[src/rtl/dtc_pkg.sv]
// dtc_pkg: shared types, widths, constants and small tables for the distance trend classifier
// no dependencies; imported by every rtl module of the block
`default_nettype none

package dtc_pkg;

    // history length limit, 3..15
    localparam int MAX_SAMPLES = 10;

    localparam int CNT_W    = 4;
    localparam int DIST_W   = 16;
    localparam int FRAME_W  = 16;
    localparam int SUM_D_W  = 20;
    localparam int SUM_KD_W = 24;
    localparam int SUM_DD_W = 36;
    localparam int SK_W     = 7;
    localparam int SKK_W    = 13;
    localparam int SXY_W    = 28;
    localparam int MAG_W    = SXY_W - 1;
    localparam int SQ_W     = 40;
    localparam int SYY_W    = SQ_W + 1;
    localparam int DEN_W    = SKK_W + FRAME_W;
    localparam int RATE_W   = 8;
    localparam int NUM_W    = MAG_W + RATE_W;
    localparam int THR_W    = 16;
    localparam int CTHR_W   = 15;
    localparam int LIM_W    = THR_W + DEN_W;
    localparam int PROD_W   = 52;
    localparam int ROOT_W   = PROD_W / 2;
    localparam int DVD_W    = 42;
    localparam int DVS_W    = DEN_W;
    localparam int OUT_W    = 16;
    localparam int CORR_SH  = 15;
    localparam int SLOPE_SH = 8;
    localparam int QUEUE_DEPTH = 2;

    localparam logic [THR_W-1:0]  SLOPE_THR_RST  = 16'd1920;
    localparam logic [CTHR_W-1:0] CORR_THR_RST   = 15'd21299;
    localparam logic [RATE_W-1:0] FRAME_RATE_RST = 8'd30;
    localparam logic [OUT_W-1:0]  SLOPE_ONE      = 16'd256;

    typedef enum logic [1:0] {
        MS_NOT_MOVE     = 2'd0,
        MS_CLOSING      = 2'd1,
        MS_FAR_AWAY     = 2'd2,
        MS_NOT_ASSESSED = 2'd3
    } move_state_t;

    typedef enum logic [1:0] {
        CFG_SLOPE_THR  = 2'd0,
        CFG_CORR_THR   = 2'd1,
        CFG_FRAME_RATE = 2'd2
    } cfg_idx_t;

    typedef enum logic [3:0] {
        B_IDLE, B_MUL0, B_MUL1, B_MUL2, B_MUL3, B_DIVS, B_SQRT, B_DIVC, B_FIN
    } back_state_t;

    typedef struct packed {
        logic [THR_W-1:0]  slope_thr;
        logic [CTHR_W-1:0] corr_thr;
        logic [RATE_W-1:0] frame_rate;
    } cfg_t;

    typedef struct packed {
        logic [CNT_W-1:0]    n;
        logic [SUM_D_W-1:0]  sum_d;
        logic [SUM_KD_W-1:0] sum_kd;
        logic [SUM_DD_W-1:0] sum_dd;
        logic [FRAME_W-1:0]  gap;
    } job_t;

    // n(n-1)/2
    function automatic logic [SK_W-1:0] sk_of(input logic [CNT_W-1:0] n);
        logic [2*CNT_W-1:0] p;
        p = n * (n - CNT_W'(1));
        return SK_W'(p >> 1);
    endfunction

    // n*sum(k^2) - sk^2 = n^2(n^2-1)/12
    function automatic logic [SKK_W-1:0] skk_of(input logic [CNT_W-1:0] n);
        logic [SKK_W-1:0] v;
        case (n)
            4'd2:    v = 13'd1;
            4'd3:    v = 13'd6;
            4'd4:    v = 13'd20;
            4'd5:    v = 13'd50;
            4'd6:    v = 13'd105;
            4'd7:    v = 13'd196;
            4'd8:    v = 13'd336;
            4'd9:    v = 13'd540;
            4'd10:   v = 13'd825;
            4'd11:   v = 13'd1210;
            4'd12:   v = 13'd1716;
            4'd13:   v = 13'd2366;
            4'd14:   v = 13'd3185;
            4'd15:   v = 13'd4200;
            default: v = 13'd0;
        endcase
        return v;
    endfunction

    // truncated magnitude plus sign to saturated signed 16 bit
    function automatic logic [OUT_W-1:0] sat16(input logic [DVD_W-1:0] q, input logic neg);
        logic [OUT_W-1:0] v;
        if (!neg)
            v = (q > DVD_W'(32767)) ? 16'h7FFF : q[OUT_W-1:0];
        else
            v = (q > DVD_W'(32768)) ? 16'h8000 : OUT_W'(~q[OUT_W-1:0] + OUT_W'(1));
        return v;
    endfunction

endpackage

`default_nettype wire

[src/rtl/dtc_queue.sv]
// dtc_queue: short queue of finished histories between front and back
// depends on dtc_pkg
`default_nettype none

module dtc_queue
    import dtc_pkg::*;
(
    input  logic  clk,
    input  logic  rst_n,
    input  logic  push,
    input  job_t  push_job,
    output logic  full,
    input  logic  pop,
    output logic  pop_valid,
    output job_t  pop_job
);

    localparam int PTR_W = (QUEUE_DEPTH > 1) ? $clog2(QUEUE_DEPTH) : 1;
    localparam int LVL_W = $clog2(QUEUE_DEPTH + 1);

    job_t             entry_reg [QUEUE_DEPTH];
    logic [PTR_W-1:0] wr_reg, wr_next, rd_reg, rd_next;
    logic [LVL_W-1:0] level_reg, level_next;
    logic             do_push, do_pop;

    assign full      = level_reg == LVL_W'(QUEUE_DEPTH);
    assign pop_valid = level_reg != '0;
    assign pop_job   = entry_reg[rd_reg];
    assign do_push   = push && !full;
    assign do_pop    = pop && pop_valid;

    always_comb
    begin
        wr_next    = wr_reg;
        rd_next    = rd_reg;
        level_next = level_reg;
        if (do_push)
            wr_next = (wr_reg == PTR_W'(QUEUE_DEPTH - 1)) ? '0 : wr_reg + PTR_W'(1);
        if (do_pop)
            rd_next = (rd_reg == PTR_W'(QUEUE_DEPTH - 1)) ? '0 : rd_reg + PTR_W'(1);
        if (do_push && !do_pop)
            level_next = level_reg + LVL_W'(1);
        else if (do_pop && !do_push)
            level_next = level_reg - LVL_W'(1);
    end

    always_ff @(posedge clk)
    begin
        if (do_push)
            entry_reg[wr_reg] <= push_job;
    end

    always_ff @(posedge clk or negedge rst_n)
    begin
        if (!rst_n)
        begin
            wr_reg    <= '0;
            rd_reg    <= '0;
            level_reg <= '0;
        end
        else
        begin
            wr_reg    <= wr_next;
            rd_reg    <= rd_next;
            level_reg <= level_next;
        end
    end

endmodule

`default_nettype wire

[config.mk]
export PLATFORM = sky130hd
export DESIGN_NAME = dtc_queue
export DESIGN_NICKNAME = d
export VERILOG_FILES = /design/src/rtl/dtc_pkg.sv /design/src/rtl/dtc_queue.sv
export SDC_FILE = /design/constraint.sdc
export NUM_CORES = 1
export LEC_CHECK = 0
export ABC_CLOCK_PERIOD_IN_PS = 7250
export BUFFER_PORTS_ARGS = -buffer_cell sky130_fd_sc_hd__buf_2
export CORE_MARGIN = 2
export CORE_UTILIZATION = 52
export DETAILED_ROUTE_END_ITERATION = 6
export GPL_TIMING_DRIVEN = 0
export PLACE_DENSITY = 0.79
export SYNTH_ARGS = -nofsm -noshare
export SYNTH_HDL_FRONTEND = slang
export SYNTH_SLANG_ARGS = --single-unit
export TNS_END_PERCENT = 20
[constraint.sdc]
create_clock -name clk -period 7.25 [get_ports clk]
set_clock_uncertainty 0.15 [all_clocks]
set_input_delay 0.3625 -clock clk [delete_from_list [all_inputs] [get_ports clk]]
set_output_delay 0.3625 -clock clk [all_outputs]
set_load 0.05 [all_outputs]
======== Word level (Yosys, flattened, before mapping) ========
Memory sizes are Yosys's and may differ from the RTL's.
Index checks and enable logic that the tools add are counted.
cells by class
  add/sub/neg operators ................... 4
  equal/unequal tests ..................... 1
  mux-type cells .......................... 6
  reductions and logical operators ........ 9
operators with widths
  operator                                          number
  logical AND 1 bit                                 4
  2-to-1 mux 1 bit                                  4
  2-to-1 mux 2 bit                                  2
  nonzero test 2 bit                                2
  logical NOT 1 bit                                 3
  adder 1 bit, second input constant                2
  adder 2 x 1 -> 2 bit, second input constant       1
  equality test 2 bit, second input constant        1
  subtractor 2 x 1 -> 2 bit, second input constant  1
storage, ports and cells
  bits in registers ....................... 4
  memory bits (writable) .................. 200
  output and inout port bits .............. 102
  logic and storage cells ................. 24
  memories ................................ 1
memory list
  memory     depth  width  read ports  clocked after memory_dff  wr ports  RTL line         text
  entry_reg  2      100    1           0                         1         dtc_queue.sv:21  job_t entry_reg [QUEUE_DEPTH];

======== Longest topological paths before layout ========
Gate-level depths: netlist of the first run.
  word-level depth ........................ 7
  gate-level depth with buffers ........... 7
  gate-level depth less buffers ........... 7

======== Worst setup path after synthesis of the first run ========
No wires, ideal clock.
  kind .................................... register to register
  from .................................... register level_reg[0]
  to ...................................... memory entry_reg[0][0] (netlist bit), enable pin
  arrival time ............................ 4.786 ns
  required time ........................... 6.541 ns
  path slack .............................. 1.755 ns
  cell stages (with the launch flop) ...... 4
  clock period less this slack ............ 5.495 ns
  cells stage by stage .................... dfrtp_1 nand2b_1 nand2_1 nor2_1
on the way
  cells in the longest elaborated chain, start to end .. 5
ends and longest elaborated chain
  what                                    RTL line         text
  start: declaration                      dtc_queue.sv:23  logic [LVL_W-1:0] level_reg, level_next;
  start signal: assignment                dtc_queue.sv:65  level_reg <= level_next;
  equality test 2 bit                     dtc_queue.sv:26  assign full = level_reg == LVL_W'(QUEUE_DEPTH);
  logical NOT 1 bit                       dtc_queue.sv:29  assign do_push = push && !full;
  logical AND 1 bit                       dtc_queue.sv:29
  2-to-1 mux 1 bit                        dtc_queue.sv:49  if (do_push)
  2-to-1 mux 1 bit (implied by the code)  dtc_queue.sv:50  entry_reg[wr_reg] <= push_job;
  end: declaration                        dtc_queue.sv:21
No other way between the ends.

==> impl_metrics.ini, run 1 <==
[synthesis]
synth-seq-cells = 204
synthCells = 330
syn_area_um2 = 7860
ys.warnings.count = 0
synth_edf_count = 200
synth_top_area_share_pct = 76.4
synth.distinct_cells = 16
ys_top_cells_by_count = edfxtp_1, mux2_4, mux2_2
ys_seq_area_share_pct = 77.6
yosysTopAreaCell = edfxtp_1
synth.most_common_cell = edfxtp_1
synthTopCellsByArea = edfxtp_1, mux2_4, buf_12
async_flop_share_pct = 1.96
syn_avg_cell_area_um2 = 23.8
synthFlopType = edfxtp_1
synth_nets = 435

[pwr]
ir_worst_vdd_mv = 0.385
power_w = 0.00492
p_leak_nw = 4.40
power_density_nw_per_um2 = 453

[critical_path]
slowest_stage = dfrtp_1
r2r_end = entry_reg[0][52]
startpoint_type = register
r2r-start = level_reg[0]
worst-endpoint-required_ns = 6.74
worstPathMaxFanout = 10
endpoint_kind = output port
crit_arrival_ns = 1.81
path_buf_inv = 3
cp_cell_sequence = buf_6, buf_12, mux2_4, buf_2
crit_type = register to output port
max_stage_delay_ns = 0.36
ff2ff_setup_slack_ns = 4.98
cp_top_family = buffers and inverters
reg2reg_depth = 5

[clocking]
cts_root_buf = clkbuf_16
cts.path.max_buffers = 3
cts_sinks = 204
post_cts_resized = 0
cts_tree = done
clk_pin_slew_ns = 0.06
h-tree-depth = 1
cts_buffers = 21
cts_hold_buffers = 101
cts_setup_buffers = 0
insertion_delay_ns = 0.48

[hold_path]
holdPathEnd = rd_reg
hp-class = primary input to register
min_from = pop
whs_path_depth = 3

[global_routing]
antenna_found_initial = 0
track_usage_pct = 18.9
grt_pass1_wl_um = 23900
grt_pass1_vias = 4664
gr-total-overflow = 0
grt_max_degree = 58

[sta]
finalCritPeriodShare_pct = 32.1
maxSlewViolCount = 0
fmax_mhz = 430
relSlewSlack_pct = 55.3
hold_viol_final = 0
fin_ws_ns = 4.93
grt_setup_unrepaired = no
setup_violations = 0
final.min_clock_period_ns = 2.32
hold_slack_ns = 0.0361
tightest_slew_ns = 0.670

[die]
initial_core_util_pct = 53.7
die_x_um = 127
die_area_um2 = 16100
io_pins = 206
core_area_um2 = 14600
num_rows = 44
dieHeight_um = 127

[detailed_routing]
wl_met3_um = 1100
wl_per_cell_um = 18.2
firstDrtPassIters = 4
wl_met2_um = 8050
via_per_inst = 4.97
vias = 4281
wl_um = 15700
ant_nets = 0
met1_length_um = 6230
drc = 0
drt_iter0_drc = 230
dr.max_layer_used = met4

[placed_design]
hpwl_um = 9040
dpl_cell_area_um2 = 9230
routabilityCongestion = 0.702
dp_cells = 723
preCtsSetupSlack_ns = 5.03
portBuffers = 205

[run]
cap_violations = 0

[layout]
nFillCells = 824
area_growth_pct = 38.1
largest_reg_flops = 200
layout.cells.non_filler = 861
fin_area_um2 = 10900
antenna_cells = 0
drive_gt1_share_pct = 51.8
final_nets = 768

[status]
status = finished clean
-- report_power, final --
part           leakage (nW)  total, W  switching [W]  internal, W
Sequential             1.90   0.00169      0.0000741      0.00161
Clock                 0.301  0.000980       0.000412     0.000567
Combinational          2.20   0.00225        0.00147     0.000781
-- per-layer routing --
metal	GRT usage [%]	up-vias
met1	23.1	2108
met4	5.11	0
met3	4.52	28
met5	0	-
met2	33.9	177
li1	-	1968
-- cell type report --
cell class                 instances  area (um2)  area share, %
clock buffer                      26         544           5.01
sequential                       204        6110           56.2
timing repair buffer             310        2130           19.6
buffer                            11         196           1.81
multi-input combinational        113        1570           14.4
inverter                           2        7.51         0.0691
clock inverter                    11        80.1          0.737
tap                              184         230           2.12
-- kinds of logic after synthesis --
kind of cell,count (synthesis),synth area share [%]
flops,204,77.6
buf+inv,13,2.59
mux,100,18.6
simple gates,7,0.430
fa+ha+maj,1,0.159
xor+xnor,5,0.557
-- metrics by stage --
stage	utilization [%]	setup TNS [ns]
after detailed placement	63.0	0
final	74.2	0
after global placement	62.3	-33.50
after floorplan	-	0
after CTS	74.2	0
after global routing	74.2	0
-- worst register-to-register path, cell delays in order (launching register included) --
cell and delay (ns):
dfrtp_1 0.42, nand2b_1 0.21, nand2_1 0.17, nor2_4 0.52, buf_16 0.26, buf_12 0.22
-- worst max-delay path by stage --
stage / from / end / slack (ns) / cells after the start
global placement: level_reg[0] / entry_reg[0][37] / -0.34 / 3
detailed placement: level_reg[0] / entry_reg[0][96] / 5.03 / 5
finish: rd_reg / pop_job[66] / 4.93 / 4
global route: level_reg[0] / entry_reg[0][52] / 4.86 / 5
floorplan: level_reg[0] / entry_reg[0][0] / 1.75 / 3
CTS: rd_reg / pop_job[44] / 4.90 / 4
-- layout by cell type (no fill, tap or decap) --
cell type        n
xnor2_1          3
edfxtp_1       200
dfrtp_1          4
mux2_4          90
clkbuf_1         5
clkinvlp_4       2
nand2_1          2
buf_2          206
clkinv_2         4
nor2_1           1
inv_1            2
buf_6            1
nand2b_1         1
xor2_1           2
ha_1             1
or2_2            1
buf_16           2
clkinv_1         4
dlygate4sd3_1  101
clkbuf_16       21
mux2_2          10
nor2_4           1
and3_4           1
buf_12          11
bufinv_16        1
(Power assumes the default switching activity.)
==> run 2, diff against run 1 <==
--- a/config.mk
+++ b/config.mk
@@ -5,7 +5,7 @@
 export SDC_FILE = /design/constraint.sdc
 export NUM_CORES = 1
 export LEC_CHECK = 0
-export ABC_CLOCK_PERIOD_IN_PS = 7250
+export ABC_CLOCK_PERIOD_IN_PS = 2400
 export BUFFER_PORTS_ARGS = -buffer_cell sky130_fd_sc_hd__buf_2
 export CORE_MARGIN = 2
 export CORE_UTILIZATION = 52
==> constraint.sdc (replaced) <==
create_clock -name clk -period 2.4 [get_ports clk]
set_clock_uncertainty 0.15 [all_clocks]
set_input_delay 0.12 -clock clk [delete_from_list [all_inputs] [get_ports clk]]
set_output_delay 0.12 -clock clk [all_outputs]
set_load 0.05 [all_outputs]
==> impl_metrics.ini, run 2 (synthesis gave the netlist of run 1 again) <==
[sta]
grt_setup_unrepaired = no
setup_tns_ns = 0
finalCritPeriodShare_pct = 89.8
hold_viol_final = 0
fmax_mhz = 464
fin_ws_ns = 0.244
setup_violations = 0
final.min_clock_period_ns = 2.16
relSlewSlack_pct = 52.0
tightest_slew_ns = 0.720
maxSlewViolCount = 0

[detailed_routing]
wl_per_cell_um = 18.4
ant_nets = 0
via_per_inst = 4.95
drc = 0
drt_iter0_drc = 228
firstDrtPassIters = 5
wl_um = 15900
vias = 4282

[pwr]
power_density_nw_per_um2 = 1360
power_w = 0.0148
p_leak_nw = 4.41
ir_worst_vdd_mv = 1.15

[critical_path]
worstPathMaxFanout = 53
worst-endpoint-required_ns = 2.40
reg2reg_depth = 3
crit_arrival_ns = 2.16
ff2ff_setup_slack_ns = 0.24
r2r_end = entry_reg[1][88]
endpoint_kind = register
r2r-start = level_reg[0]
crit_type = register to register
startpoint_type = register

[clocking]
cts.path.max_buffers = 3
h-tree-depth = 1
cts_root_buf = clkbuf_16
cts_tree = done
post_cts_resized = 0
clk_pin_slew_ns = 0.06
insertion_delay_ns = 0.48
cts_sinks = 204
cts_buffers = 21

[layout]
largest_reg_flops = 200
final_common_cell = buf_2
final_nets = 771
postLayoutCoreUtil_pct = 74.2
drive_gt1_share_pct = 51.3
area_growth_pct = 38.2
multi_input_area_um2 = 1580
layout_common_cells = buf_2, edfxtp_1, dlygate4sd3_1
nFillCells = 810
ff_latch_area_um2 = 6110

[global_routing]
antenna_found_initial = 0
grt_pass1_wl_um = 24200
track_usage_pct = 19.3
grt_pass1_vias = 4685
gr-total-overflow = 0
grt_max_degree = 54

[die]
initial_core_util_pct = 53.7
num_rows = 44
die_x_um = 127
io_pins = 206
dieHeight_um = 127
core_area_um2 = 14600
die_area_um2 = 16100

[hold_path]
holdPathEnd = entry_reg[0][83]
whs_path_depth = 2
min_from = push_job[83]
hp-class = primary input to register

[placed_design]
routabilityCongestion = 0.741
portBuffers = 205
preCtsSetupSlack_ns = 0.286
hpwl_um = 9290

[run]
cap_violations = 0

[status]
status = finished clean
## run 2: report_power, final
group	switching (W)	internal [W]
clock network	0.00124	0.00161
logic	0.00447	0.00237
registers	0.000235	0.00487
total	0.00594	0.00885
## run 2: layout make-up
cell class | count | area share [%]
clock buffers | 28 | 5.08
plain buffers | 11 | 1.81
multi-input cells | 113 | 14.5
inverters | 2 | 0.0691
well taps | 184 | 2.12
diodes | 1 | 0.0230
clock inverters | 9 | 0.368
repair buffers | 313 | 19.8
flip-flops and latches | 204 | 56.2
## run 2: timing repair
item | in CTS | in global routing
setup buffers | 0 | 0
endpoints found under the hold margin | 215 | 0
hold buffers | 104 | 0
endpoints found under the setup margin | 0 | 0
## run 2: critical path, cell delays in order, from the launching register on
cell	delay (ns)
dfrtp_1	0.43
nand2b_4	0.19
and3_4	0.66
buf_16	0.34
## run 2: per-stage QoR
| stage | area, um2 | hold slack (ns) | cells |
|---|---|---|---|
| after floorplan | 7890 | -0.326 | 330 |
| after global routing | 10900 | 0.190 | 864 |
| after CTS | 10900 | 0.197 | 864 |
| after detailed placement | 9240 | -0.218 | 723 |
| final | 10900 | 0.210 | 865 |
| after global placement | 9140 | -0.223 | 719 |
## run 2: how the worst max path moves through the flow
stage / cells past startpoint / slack (ns) / to / from
after floorplan: 3 / -0.25 / entry_reg[0][0] / level_reg[0]
after global placement: 3 / -0.96 / entry_reg[0][27] / level_reg[0]
after detailed placement: 3 / 0.29 / entry_reg[1][28] / level_reg[0]
after CTS: 3 / 0.27 / entry_reg[1][25] / level_reg[0]
after global routing: 3 / 0.16 / entry_reg[1][88] / level_reg[0]
final: 3 / 0.24 / entry_reg[1][88] / level_reg[0]
## run 2: routing by layer
layer | track usage [%] | vias to the layer above | wire [um]
met1 | 22.3 | 2102 | 6040
li1 | - | 1975 | -
met5 | 0 | - | 0
met4 | 6.59 | 0 | 369
met3 | 4.02 | 34 | 897
met2 | 35.7 | 171 | 8600
