<file path="src/rtl/dtc_pkg.sv">
// dtc_pkg: shared types, widths, constants and small tables for the distance trend classifier
// no dependencies; imported by every rtl module of the block
`default_nettype none

package dtc_pkg;

    // history length limit, 3..15
    localparam int MAX_SAMPLES = 10;

    localparam int CNT_W    = 4;
    localparam int DIST_W   = 16;
    localparam int FRAME_W  = 16;
    localparam int SUM_D_W  = 20;
    localparam int SUM_KD_W = 24;
    localparam int SUM_DD_W = 36;
    localparam int SK_W     = 7;
    localparam int SKK_W    = 13;
    localparam int SXY_W    = 28;
    localparam int MAG_W    = SXY_W - 1;
    localparam int SQ_W     = 40;
    localparam int SYY_W    = SQ_W + 1;
    localparam int DEN_W    = SKK_W + FRAME_W;
    localparam int RATE_W   = 8;
    localparam int NUM_W    = MAG_W + RATE_W;
    localparam int THR_W    = 16;
    localparam int CTHR_W   = 15;
    localparam int LIM_W    = THR_W + DEN_W;
    localparam int PROD_W   = 52;
    localparam int ROOT_W   = PROD_W / 2;
    localparam int DVD_W    = 42;
    localparam int DVS_W    = DEN_W;
    localparam int OUT_W    = 16;
    localparam int CORR_SH  = 15;
    localparam int SLOPE_SH = 8;
    localparam int QUEUE_DEPTH = 2;

    localparam logic [THR_W-1:0]  SLOPE_THR_RST  = 16'd1920;
    localparam logic [CTHR_W-1:0] CORR_THR_RST   = 15'd21299;
    localparam logic [RATE_W-1:0] FRAME_RATE_RST = 8'd30;
    localparam logic [OUT_W-1:0]  SLOPE_ONE      = 16'd256;

    typedef enum logic [1:0] {
        MS_NOT_MOVE     = 2'd0,
        MS_CLOSING      = 2'd1,
        MS_FAR_AWAY     = 2'd2,
        MS_NOT_ASSESSED = 2'd3
    } move_state_t;

    typedef enum logic [1:0] {
        CFG_SLOPE_THR  = 2'd0,
        CFG_CORR_THR   = 2'd1,
        CFG_FRAME_RATE = 2'd2
    } cfg_idx_t;

    typedef enum logic [3:0] {
        B_IDLE, B_MUL0, B_MUL1, B_MUL2, B_MUL3, B_DIVS, B_SQRT, B_DIVC, B_FIN
    } back_state_t;

    typedef struct packed {
        logic [THR_W-1:0]  slope_thr;
        logic [CTHR_W-1:0] corr_thr;
        logic [RATE_W-1:0] frame_rate;
    } cfg_t;

    typedef struct packed {
        logic [CNT_W-1:0]    n;
        logic [SUM_D_W-1:0]  sum_d;
        logic [SUM_KD_W-1:0] sum_kd;
        logic [SUM_DD_W-1:0] sum_dd;
        logic [FRAME_W-1:0]  gap;
    } job_t;

    // n(n-1)/2
    function automatic logic [SK_W-1:0] sk_of(input logic [CNT_W-1:0] n);
        logic [2*CNT_W-1:0] p;
        p = n * (n - CNT_W'(1));
        return SK_W'(p >> 1);
    endfunction

    // n*sum(k^2) - sk^2 = n^2(n^2-1)/12
    function automatic logic [SKK_W-1:0] skk_of(input logic [CNT_W-1:0] n);
        logic [SKK_W-1:0] v;
        case (n)
            4'd2:    v = 13'd1;
            4'd3:    v = 13'd6;
            4'd4:    v = 13'd20;
            4'd5:    v = 13'd50;
            4'd6:    v = 13'd105;
            4'd7:    v = 13'd196;
            4'd8:    v = 13'd336;
            4'd9:    v = 13'd540;
            4'd10:   v = 13'd825;
            4'd11:   v = 13'd1210;
            4'd12:   v = 13'd1716;
            4'd13:   v = 13'd2366;
            4'd14:   v = 13'd3185;
            4'd15:   v = 13'd4200;
            default: v = 13'd0;
        endcase
        return v;
    endfunction

    // truncated magnitude plus sign to saturated signed 16 bit
    function automatic logic [OUT_W-1:0] sat16(input logic [DVD_W-1:0] q, input logic neg);
        logic [OUT_W-1:0] v;
        if (!neg)
            v = (q > DVD_W'(32767)) ? 16'h7FFF : q[OUT_W-1:0];
        else
            v = (q > DVD_W'(32768)) ? 16'h8000 : OUT_W'(~q[OUT_W-1:0] + OUT_W'(1));
        return v;
    endfunction

endpackage

`default_nettype wire

</file>
<file path="src/rtl/dtc_if.sv">
// dtc_if: valid/ready channel interfaces for samples, results and register writes
// depends on dtc_pkg for field widths
`default_nettype none

interface dtc_sample_if;
    import dtc_pkg::*;
    logic                 valid;
    logic                 ready;
    logic [DIST_W-1:0]    distance;
    logic [FRAME_W-1:0]   frame_num;
    logic                 last_sample;
    modport source (output valid, distance, frame_num, last_sample, input ready);
    modport sink   (input valid, distance, frame_num, last_sample, output ready);
endinterface


`default_nettype wire

</file>
<file path="src/rtl/dtc_front.sv">
// dtc_front: accepts samples and keeps the running sums of one history
// depends on dtc_pkg and dtc_if; hands finished histories to dtc_queue
`default_nettype none

module dtc_front
    import dtc_pkg::*;
(
    input  logic          clk,
    input  logic          rst_n,
    dtc_sample_if.sink    samp,
    input  logic          q_full,
    output logic          push,
    output job_t          push_job
);

    logic [CNT_W-1:0]    count_reg, count_next;
    logic [SUM_D_W-1:0]  sum_d_reg, sum_d_next;
    logic [SUM_KD_W-1:0] sum_kd_reg, sum_kd_next;
    logic [SUM_DD_W-1:0] sum_dd_reg, sum_dd_next;
    logic [FRAME_W-1:0]  first_reg, first_next;
    logic [FRAME_W-1:0]  gap_reg, gap_next;

    logic                accept;
    logic                counting;
    logic [2*DIST_W-1:0] dd;
    logic [SUM_D_W-1:0]  kd;
    job_t                upd;

    assign samp.ready = !q_full;
    assign accept     = samp.valid && samp.ready;
    assign counting   = count_reg < CNT_W'(MAX_SAMPLES);
    assign dd         = samp.distance * samp.distance;
    assign kd         = count_reg * samp.distance;

    // sums including the current sample
    always_comb
    begin
        upd.n      = count_reg;
        upd.sum_d  = sum_d_reg;
        upd.sum_kd = sum_kd_reg;
        upd.sum_dd = sum_dd_reg;
        upd.gap    = gap_reg;
        first_next = first_reg;
        if (counting)
        begin
            upd.n      = count_reg + CNT_W'(1);
            upd.sum_d  = sum_d_reg + SUM_D_W'(samp.distance);
            upd.sum_kd = sum_kd_reg + SUM_KD_W'(kd);
            upd.sum_dd = sum_dd_reg + SUM_DD_W'(dd);
            if (count_reg == CNT_W'(0))
                first_next = samp.frame_num;
            else if (count_reg == CNT_W'(1))
                upd.gap = samp.frame_num - first_reg;
        end
    end

    assign push     = accept && samp.last_sample;
    assign push_job = upd;

    always_comb
    begin
        count_next  = count_reg;
        sum_d_next  = sum_d_reg;
        sum_kd_next = sum_kd_reg;
        sum_dd_next = sum_dd_reg;
        gap_next    = gap_reg;
        if (accept)
        begin
            if (samp.last_sample)
            begin
                count_next  = '0;
                sum_d_next  = '0;
                sum_kd_next = '0;
                sum_dd_next = '0;
                gap_next    = '0;
            end
            else
            begin
                count_next  = upd.n;
                sum_d_next  = upd.sum_d;
                sum_kd_next = upd.sum_kd;
                sum_dd_next = upd.sum_dd;
                gap_next    = upd.gap;
            end
        end
    end

    always_ff @(posedge clk or negedge rst_n)
    begin
        if (!rst_n)
        begin
            count_reg  <= '0;
            sum_d_reg  <= '0;
            sum_kd_reg <= '0;
            sum_dd_reg <= '0;
            first_reg  <= '0;
            gap_reg    <= '0;
        end
        else
        begin
            count_reg  <= count_next;
            sum_d_reg  <= sum_d_next;
            sum_kd_reg <= sum_kd_next;
            sum_dd_reg <= sum_dd_next;
            if (accept)
                first_reg <= first_next;
            gap_reg    <= gap_next;
        end
    end

endmodule

`default_nettype wire

</file>
<file path="src/flat_wrapper.sv">
// flat-port wrapper written by rule: the top's interface ports become plain ports
module dtc_front_flat import dtc_pkg::*;
  (clk, rst_n, q_full, push, push_job, samp_valid, samp_distance, samp_frame_num, samp_last_sample, samp_ready);
  dtc_sample_if samp_i ();
  input  logic clk;
  input  logic rst_n;
  input  logic q_full;
  output logic push;
  output job_t push_job;
  input wire logic [$bits(samp_i.valid)-1:0] samp_valid;
  input wire logic [$bits(samp_i.distance)-1:0] samp_distance;
  input wire logic [$bits(samp_i.frame_num)-1:0] samp_frame_num;
  input wire logic [$bits(samp_i.last_sample)-1:0] samp_last_sample;
  output wire logic [$bits(samp_i.ready)-1:0] samp_ready;
  assign samp_i.valid = samp_valid;
  assign samp_i.distance = samp_distance;
  assign samp_i.frame_num = samp_frame_num;
  assign samp_i.last_sample = samp_last_sample;
  assign samp_ready = samp_i.ready;
  dtc_front u_core (.clk(clk), .rst_n(rst_n), .samp(samp_i), .q_full(q_full), .push(push), .push_job(push_job));
endmodule
</file>
<file path="config.mk">
export PLATFORM = sky130hd
export DESIGN_NAME = dtc_front_flat
export DESIGN_NICKNAME = d
export VERILOG_FILES = /design/src/rtl/dtc_pkg.sv /design/src/rtl/dtc_if.sv /design/src/rtl/dtc_front.sv /design/src/flat_wrapper.sv
export SDC_FILE = /design/constraint.sdc
export NUM_CORES = 1
export LEC_CHECK = 0
export ABC_AREA = 1
export BUFFER_PORTS_ARGS = -buffer_cell sky130_fd_sc_hd__buf_2
export CORE_MARGIN = 3
export CORE_UTILIZATION = 58
export DETAILED_ROUTE_END_ITERATION = 16
export MAX_ROUTING_LAYER = met4
export PLACE_DENSITY = 0.81
export REMOVE_ABC_BUFFERS = 1
export SYNTH_ARGS = -nofsm -noshare
export SYNTH_HDL_FRONTEND = slang
export SYNTH_SLANG_ARGS = --single-unit
</file>
<file path="constraint.sdc">
create_clock -name clk -period 6.5 [get_ports clk]
set_clock_uncertainty 0.1 [all_clocks]
set_input_delay 0.65 -clock clk [delete_from_list [all_inputs] [get_ports clk]]
set_output_delay 0.65 -clock clk [all_outputs]
set_load 0.03 [all_outputs]
</file>
# Yosys cells after proc, flatten, opt, wreduce, memory -nomap -nowiden
# Index checks and enable logic that the tools add are counted.
[classes] n_addsub=5 mux=8 n_mul=2 reduce_logical=5 eq_ne=1 order_cmp=1
[op_table] operator="$mux 100" n=1
[op_table] operator="$mux 16" n=3
[op_table] operator="$add 36x32->36" n=1
[op_table] operator="$mux 36" n=1
[op_table] operator="$mul 16x16->32" n=1
[op_table] operator="$add 24x20->24" n=1
[op_table] operator="$mux 24" n=1
[op_table] operator="$add 20x16->20" n=1
[op_table] operator="$mul 4x16->20" n=1
[op_table] operator="$mux 20" n=1
[op_table] operator="$sub 16x16->16" n=1
[op_table] operator="$add 4x1->4 const B" n=1
[op_table] operator="$eq 4x1->1 const B" n=1
[op_table] operator="$logic_not 4->1" n=1
[op_table] operator="$lt 4x4->1 const B" n=1
[op_table] operator="$mux 4" n=1
[op_table] operator="$reduce_and 3->1" n=1
[op_table] operator="$logic_and 1x1->1" n=2
[op_table] operator="$logic_not 1->1" n=1
[word_totals] ff_bits=116 input_bits=37 out_inout_bits=102

# Logic depth before layout (Yosys ltp)
# Gate-level depths: netlist of run 1.
[depth] ltp_word=5 mapped_depth=29

# Worst setup path after synthesis of run 1
# No wires, ideal clock.
[synth_path] path_kind="in2out" from="input port samp_distance[6]" to="output port push_job[42] in the netlist's numbering" cell_stages=23 path_buffers=2 arrival_ps=6186 slack_ps=-436 path_cell_list="clkbuf_1 buf_1 nand2_1 fa_1 inv_1 fa_1 inv_1 fa_1 inv_1 fa_1 fa_1 inv_1 fa_1 inv_1 ha_1 nand2_1 nor2_1 nand2_1 nor2_1 nand2_1 nand4_1 nand2_1 a21boi_0"
[synth_lines] element="from (decl)" line_no="flat_wrapper.sv:11" rtl="input wire logic [$bits(samp_i.distance)-1:0] samp_distance;"
[synth_lines] element="to (decl)" line_no="flat_wrapper.sv:9" rtl="output job_t push_job;"

==> impl_metrics.py, run 1 <==
metrics = {
    "critical_path": {
        "timing.rr.end": "u_core.sum_dd_reg[17]",
        "required_ns": 5.75,
        "worst_setup_path_end_kind": "output port",
        "startpoint_type": "input port",
        "path_buf_inv": 9,
        "reg2regPathDepth": 21,
        "r2r-start": "u_core.sum_dd_reg[8]",
        "regToRegSetupSlack_ns": 1.98,
        "critPathMaxFanout": 7,
        "critPathTopFamily": "adder cells",
        "max_stage_delay_ns": 0.56,
        "crit_slowest_cell": "fa_1",
        "worstPathCellList": "buf_12 -> buf_8 -> nand2_2 -> inv_1 -> fa_1 -> inv_1 -> fa_2 -> fa_2 -> inv_2 -> fa_2 -> fa_1 -> inv_1 -> fa_1 -> inv_2 -> ha_4 -> nand2_4 -> nor2_4 -> nand2_2 -> inv_2 -> nand4_1 -> nand4_1 -> nand3_2 -> and2_4 -> buf_6",
        "critPathArrivalTime_ns": 5.72,
        "worstSetupPathType": "in -> out",
    },
    "floorplanning": {
        "ios": 139,
        "die_height_um": 191,
        "die-area_um2": 36400,
        "start_util_pct": 58.9,
        "std_cell_rows": 67,
        "die_w_um": 191,
        "core_um2": 33600,
    },
    "final_layout": {
        "syn2layout_area_growth_pct": 21.2,
        "drive_above_1_share_pct": 20.2,
        "nets": 3553,
        "largest_reg_flops": 36,
        "num_antenna_cells": 0,
    },
    "timing": {
        "fin_crit_sh_pct": 99.6,
        "rsz0062_at_grt": "yes",
        "tightestPinTransition_ns": 1.19,
        "final-setup-viol-count": 0,
        "timing.hold.ws_ns": 0.138,
        "fin_ws_ns": 0.0254,
        "post-route-min-period_ns": 6.47,
        "hold_viol": 0,
        "slew_headroom_pct": 20.1,
        "drv_slew": 0,
        "clock.fmax_ghz": 0.154,
    },
    "global_routing": {
        "grt_start_max_net_pins": 111,
        "antenna_found_initial": 0,
        "overflow": 0,
        "grtUsageTotal_pct": 32.3,
        "grt_pass1_vias": 19300,
        "grt_pass1_wl_um": 92200,
    },
    "routing": {
        "wl_per_cell_um": 15.8,
        "drc": 0,
        "drt_iter0_drc": 1123,
        "vias": 18700,
        "antenna_left": 0,
        "wirelength_um": 56400,
        "avgViaCountPerCell": 5.26,
        "first_pass_iters": 5,
    },
    "logic_synthesis": {
        "synth_edf_count": 0,
        "ys_seq_area_share_pct": 14.6,
        "ys_seq_elements": 116,
        "ys_warn_count": 0,
        "netlist_instances": 2863,
        "yosys_most_used_dff": "dfrtp_1",
        "synthArstFlopShare_pct": 100,
        "netlist_area_um2": 19800,
        "syn_avg_cell_area_um2": 6.92,
        "netlist-cell-type-count": 41,
    },
    "flow_run": {
        "maxCapViolations": 0,
    },
    "clocking": {
        "cts-root-to-sink-buffers": 2,
        "cts_buffers": 17,
        "ctsRootBufferMaster": "clkbuf_16",
        "clk_latency_ns": 0.46,
        "holdBufCountCts": 0,
        "clock-sinks": 116,
        "cts_tree": "done",
        "cts_max_level": 4,
        "path_clk_slew_ns": 0.06,
    },
    "place": {
        "port_buffers": 138,
        "gp_congestion": 0.953,
        "place_hpwl_um": 43400,
        "dp_slack_ns": -0.426,
    },
    "worst_hold_path": {
        "hp-class": "in -> async",
    },
    "outcome": {
        "outcome": "complete, no violations",
    },
}
-- cell type report --
| cell class | instances | area [um^2] |
|---|---|---|
| flip-flops and latches | 116 | 2900 |
| clock buffers | 18 | 439 |
| repair buffers | 303 | 2340 |
| clock inverters | 14 | 141 |
| well taps | 448 | 561 |
| fillers | 2711 | 9600 |
| inverters | 703 | 2650 |
| multi-input cells | 1960 | 15000 |
-- repair_timing --
item / in CTS / in global routing
pin swaps: 37 / 124
resized for setup: 148 / 287
endpoints found under the setup margin: 26 / 27
buffers inserted: 8 / 16
gates cloned: 1 / 0
-- metal layers --
layer,part of all wire [%],track usage [%],vias up,wire length (um)
met1,43,41.6,9068,24000
met3,6.0,4.34,112,3390
met5,0,-,-,0
met2,48,53.7,570,27300
li1,-,-,8987,-
met4,2.9,9.51,0,1610
-- worst max-delay path by stage --
stage,slack (ns),end,start,cells past startpoint
after CTS,-0.0006,push_job[49],samp_distance[10],28
after global placement,-0.33,push_job[38],samp_distance[9],25
after floorplan,0.007,push_job[42],samp_distance[3],21
final,0.03,push_job[38],samp_distance[9],24
after global routing,-0.14,push_job[43],samp_distance[10],23
after detailed placement,-0.43,push_job[38],samp_distance[9],25
-- worst register-to-register path, stage by stage (launching register included) --
cell and delay [ns]:
dfrtp_1 0.35, inv_1 0.07, fa_1 0.51, inv_1 0.06
fa_1 0.51, inv_1 0.05, fa_1 0.48, fa_1 0.57
inv_1 0.07, ha_4 0.26, nand2_1 0.13, inv_1 0.07
nand2_1 0.08, nand3_1 0.14, nand2_1 0.14, nand2_4 0.08
buf_6 0.12, xnor2_1 0.17, a21oi_2 0.11, buf_4 0.19
nand2_1 0.06, nand2_1 0.07
-- per-stage QoR --
step / util [%] / setup TNS, ns / instance area [um^2] / instances
2_1_floorplan: - / 0 / 19400 / 2779
3_3_place_gp: 64.8 / -5.45 / 21800 / 3505
3_5_place_dp: 64.8 / -6.80 / 21800 / 3505
4_1_cts: 68.5 / -0.000634 / 23000 / 3546
5_1_grt: 71.4 / -1.69 / 24000 / 3562
6_report: 71.4 / 0 / 24000 / 3562
-- synthesized netlist by cell type, types with 4 or more instances --
| cell type | instances | share of area [%] |
|---|---|---|
| o21ai_1 | 37 | 0.93 |
| clkbuf_1 | 47 | 0.89 |
| o21ai_0 | 60 | 1.5 |
| nand3_1 | 113 | 2.9 |
| or2_0 | 5 | 0.16 |
| a21oi_1 | 106 | 2.7 |
| inv_1 | 697 | 13 |
| a21oi_2 | 14 | 0.62 |
| inv_2 | 5 | 0.095 |
| nor3_1 | 14 | 0.35 |
| buf_6 | 6 | 0.34 |
| buf_2 | 16 | 0.40 |
| and2_1 | 16 | 0.51 |
| xor2_1 | 22 | 0.97 |
| a22o_1 | 4 | 0.18 |
| ha_1 | 176 | 11 |
| nor2_1 | 155 | 2.9 |
| dfrtp_1 | 116 | 15 |
| o22ai_1 | 7 | 0.22 |
| buf_1 | 12 | 0.23 |
| nand4_1 | 14 | 0.44 |
| fa_1 | 239 | 24 |
| nand2_1 | 888 | 17 |
| a21boi_0 | 4 | 0.15 |
| or2_2 | 6 | 0.19 |
| o21bai_1 | 6 | 0.23 |
| xnor2_1 | 31 | 1.4 |
| nand3b_1 | 25 | 0.95 |
-- cells by family (layout without fill, tap and decap cells) --
kind of cell             after synthesis  count (layout)  synth area share, %
buffers and inverters                787            1038                 15.3
multiplexers                           1               1               0.0568
AND/OR/NAND/NOR                     1240            1240                 25.3
flip-flops                           116             116                 14.6
adder cells (fa/ha/maj)              415             415                 35.3
XOR/XNOR                              53              53                 2.34
AO/OA/AOI/OAI                        251             251                 7.07
-- cell usage in the layout (no fill, tap or decap), types with 5 or more instances in the layout --
master	Yosys	final
a21oi_1	106	92
a21oi_2	14	23
a21oi_4	1	6
and2_1	16	7
and2_4	0	9
buf_12	0	7
buf_2	16	101
buf_4	3	146
buf_6	6	37
buf_8	0	12
clkbuf_16	0	17
dfrtp_1	116	116
fa_1	239	226
fa_2	0	13
ha_1	176	157
ha_4	0	18
inv_1	697	651
inv_2	5	49
inv_6	0	8
nand2_1	888	777
nand2_2	0	84
nand2_4	0	26
nand3_1	113	94
nand3_2	0	17
nand3b_1	25	25
nand4_1	14	14
nor2_1	155	139
nor2_2	3	8
nor2_4	0	11
nor3_1	14	10
o21ai_0	60	60
o21ai_1	37	34
o21bai_1	6	5
o22ai_1	7	7
or2_0	5	5
or2_2	6	5
xnor2_1	31	29
xor2_1	22	19
Power of run 1 is not shown: default switching activity piles up to over one toggle a cycle in this logic, so the estimate is an artifact.
==> run 2: changes to the inputs <==
--- a/config.mk
+++ b/config.mk
@@ -8,11 +8,12 @@
 export ABC_AREA = 1
 export BUFFER_PORTS_ARGS = -buffer_cell sky130_fd_sc_hd__buf_2
 export CORE_MARGIN = 3
-export CORE_UTILIZATION = 58
+export CORE_UTILIZATION = 64
 export DETAILED_ROUTE_END_ITERATION = 16
 export MAX_ROUTING_LAYER = met4
-export PLACE_DENSITY = 0.81
+export PLACE_DENSITY = 0.85
 export REMOVE_ABC_BUFFERS = 1
+export SLEW_MARGIN = 5
 export SYNTH_ARGS = -nofsm -noshare
 export SYNTH_HDL_FRONTEND = slang
 export SYNTH_SLANG_ARGS = --single-unit
==> constraint.sdc (replaced) <==
create_clock -name clk -period 6.85 [get_ports clk]
set_clock_uncertainty 0.1 [all_clocks]
set_input_delay 0.685 -clock clk [delete_from_list [all_inputs] [get_ports clk]]
set_output_delay 0.685 -clock clk [all_outputs]
set_load 0.03 [all_outputs]
==> run 2 against run 1 <==
Worst hold slack gained 0.11 ns; sequential share of layout area rose by 0.61 points; utilization up 4.5 points; worst setup slack better by 0.086 ns; critical path type unchanged.
==> impl_metrics.py, run 2 (synthesis results as in run 1) <==
metrics = {
    "critical_path": {
        "cp-startpoint": "samp_distance[3]",
        "worst_setup_path_end_kind": "output port",
        "crit_path_frequent_cell": "fa_1",
        "timing.rr.end": "u_core.sum_dd_reg[35]",
        "cp-endpoint": "push_job[43]",
        "regToRegSetupSlack_ns": 2.37,
        "max_stage_delay_ns": 0.56,
        "crit_slowest_cell": "fa_1",
        "critPathMaxFanout": 6,
        "reg2regPathDepth": 23,
        "startpoint_type": "input port",
        "worstSetupPathType": "in -> out",
        "r2r-start": "u_core.sum_dd_reg[10]",
        "critPathArrivalTime_ns": 5.95,
        "required_ns": 6.06,
    },
    "floorplanning": {
        "die_height_um": 182,
        "std_cell_rows": 63,
        "die-area_um2": 33100,
        "start_util_pct": 65.8,
        "die_w_um": 182,
        "ios": 139,
        "core_um2": 30100,
    },
    "clocking": {
        "cts_tree": "done",
        "cts-root-to-sink-buffers": 2,
        "path_clk_slew_ns": 0.06,
        "ctsRootBufferMaster": "clkbuf_16",
        "holdBufCountCts": 0,
        "clk_latency_ns": 0.46,
        "cts_buffers": 17,
        "cts_max_level": 4,
        "clock-sinks": 116,
    },
    "global_routing": {
        "grt_pass1_vias": 19200,
        "overflow": 0,
        "grt_pass1_wl_um": 91500,
        "grt_start_max_net_pins": 88,
        "antenna_found_initial": 0,
        "grtUsageTotal_pct": 35.0,
    },
    "place": {
        "port_buffers": 138,
        "post_dp_cell_area_um2": 21400,
        "placed_cells": 3413,
        "gp_congestion": 0.952,
        "place_hpwl_um": 42600,
    },
    "final_layout": {
        "syn2layout_area_growth_pct": 15.4,
        "largest_reg_flops": 36,
        "regArea_um2": 2900,
        "layout_commonest_cell": "nand2_1",
        "multi_input_area_um2": 14500,
        "num_antenna_cells": 0,
        "final_cell_area_um2": 22900,
        "layout_common_cells": "848 x nand2_1, 686 x inv_1, 236 x fa_1",
        "nets": 3503,
        "layout.cells.non_filler": 3454,
        "drive_above_1_share_pct": 14.0,
        "fillers": 2337,
    },
    "routing": {
        "first_pass_iters": 8,
        "antenna_left": 0,
        "wl_per_cell_um": 16.1,
        "wirelength_um": 55600,
        "avgViaCountPerCell": 5.42,
        "drt_iter0_drc": 1436,
        "drc": 0,
        "vias": 18700,
    },
    "timing": {
        "slew_headroom_pct": 16.8,
        "final-setup-viol-count": 0,
        "rsz0062_at_grt": "yes",
        "timing.hold.ws_ns": 0.251,
        "post-route-min-period_ns": 6.74,
        "clock.fmax_ghz": 0.148,
        "finalSetupTns_ns": 0,
        "hold_viol": 0,
        "tightestPinTransition_ns": 1.24,
        "drv_slew": 0,
        "fin_crit_sh_pct": 98.4,
    },
    "flow_run": {
        "maxCapViolations": 0,
    },
    "outcome": {
        "outcome": "complete, no violations",
    },
    "worst_hold_path": {
        "hp-class": "in -> async",
    },
}
[run 2: metal layers]
layer / up-vias / track usage (%) / wire length, um
met5: - / - / 0
met1: 8970 / 44.7 / 22600
met4: 0 / 11.5 / 1870
met3: 128 / 4.41 / 3960
met2: 745 / 58.4 / 27200
li1: 8876 / - / -
[run 2: layout make-up]
type	instances	share of cell area, %
Sequential cell	116	12.7
Clock buffer	19	1.94
Timing Repair Buffer	253	7.52
Multi-Input combinational cell	1960	63.3
Tap cell	390	2.13
Clock inverter	13	0.859
Inverter	703	11.6
[run 2: what timing repair did]
item | in CTS | in global routing
setup buffers | 0 | 9
resized for setup | 26 | 174
pin swaps | 1 | 42
setup endpoints to repair | 19 | 24
[run 2: worst min path at each step]
| stage | end | slack [ns] | depth (start not counted) |
|---|---|---|---|
| 3_5_place_dp | u_core.gap_reg[11] | 0.36 | 2 |
| 5_1_grt | u_core.sum_dd_reg[12] | 0.31 | 1 |
| 6_report | u_core.sum_dd_reg[4] | 0.25 | 1 |
| 2_1_floorplan | u_core.count_reg[0] | 0.29 | 0 |
| 3_3_place_gp | u_core.gap_reg[9] | 0.35 | 2 |
| 4_1_cts | u_core.sum_dd_reg[12] | 0.27 | 1 |
[run 2: critical path: cells and delay by family]
| family | cells | cell delay [ns] |
|---|---|---|
| buf+inv | 9 | 0.78 |
| fa+ha+maj | 7 | 3.48 |
| simple gates | 11 | 0.98 |
[run 2: metrics by stage]
stage | worst slack (ns) | util (%)
2_1_floorplan | 0.287 | -
3_3_place_gp | -0.0805 | 71.1
5_1_grt | -0.0673 | 75.9
3_5_place_dp | -0.150 | 71.1
6_report | 0.112 | 75.9
4_1_cts | -0.0150 | 73.5
Power of run 2 is left out for the same reason.
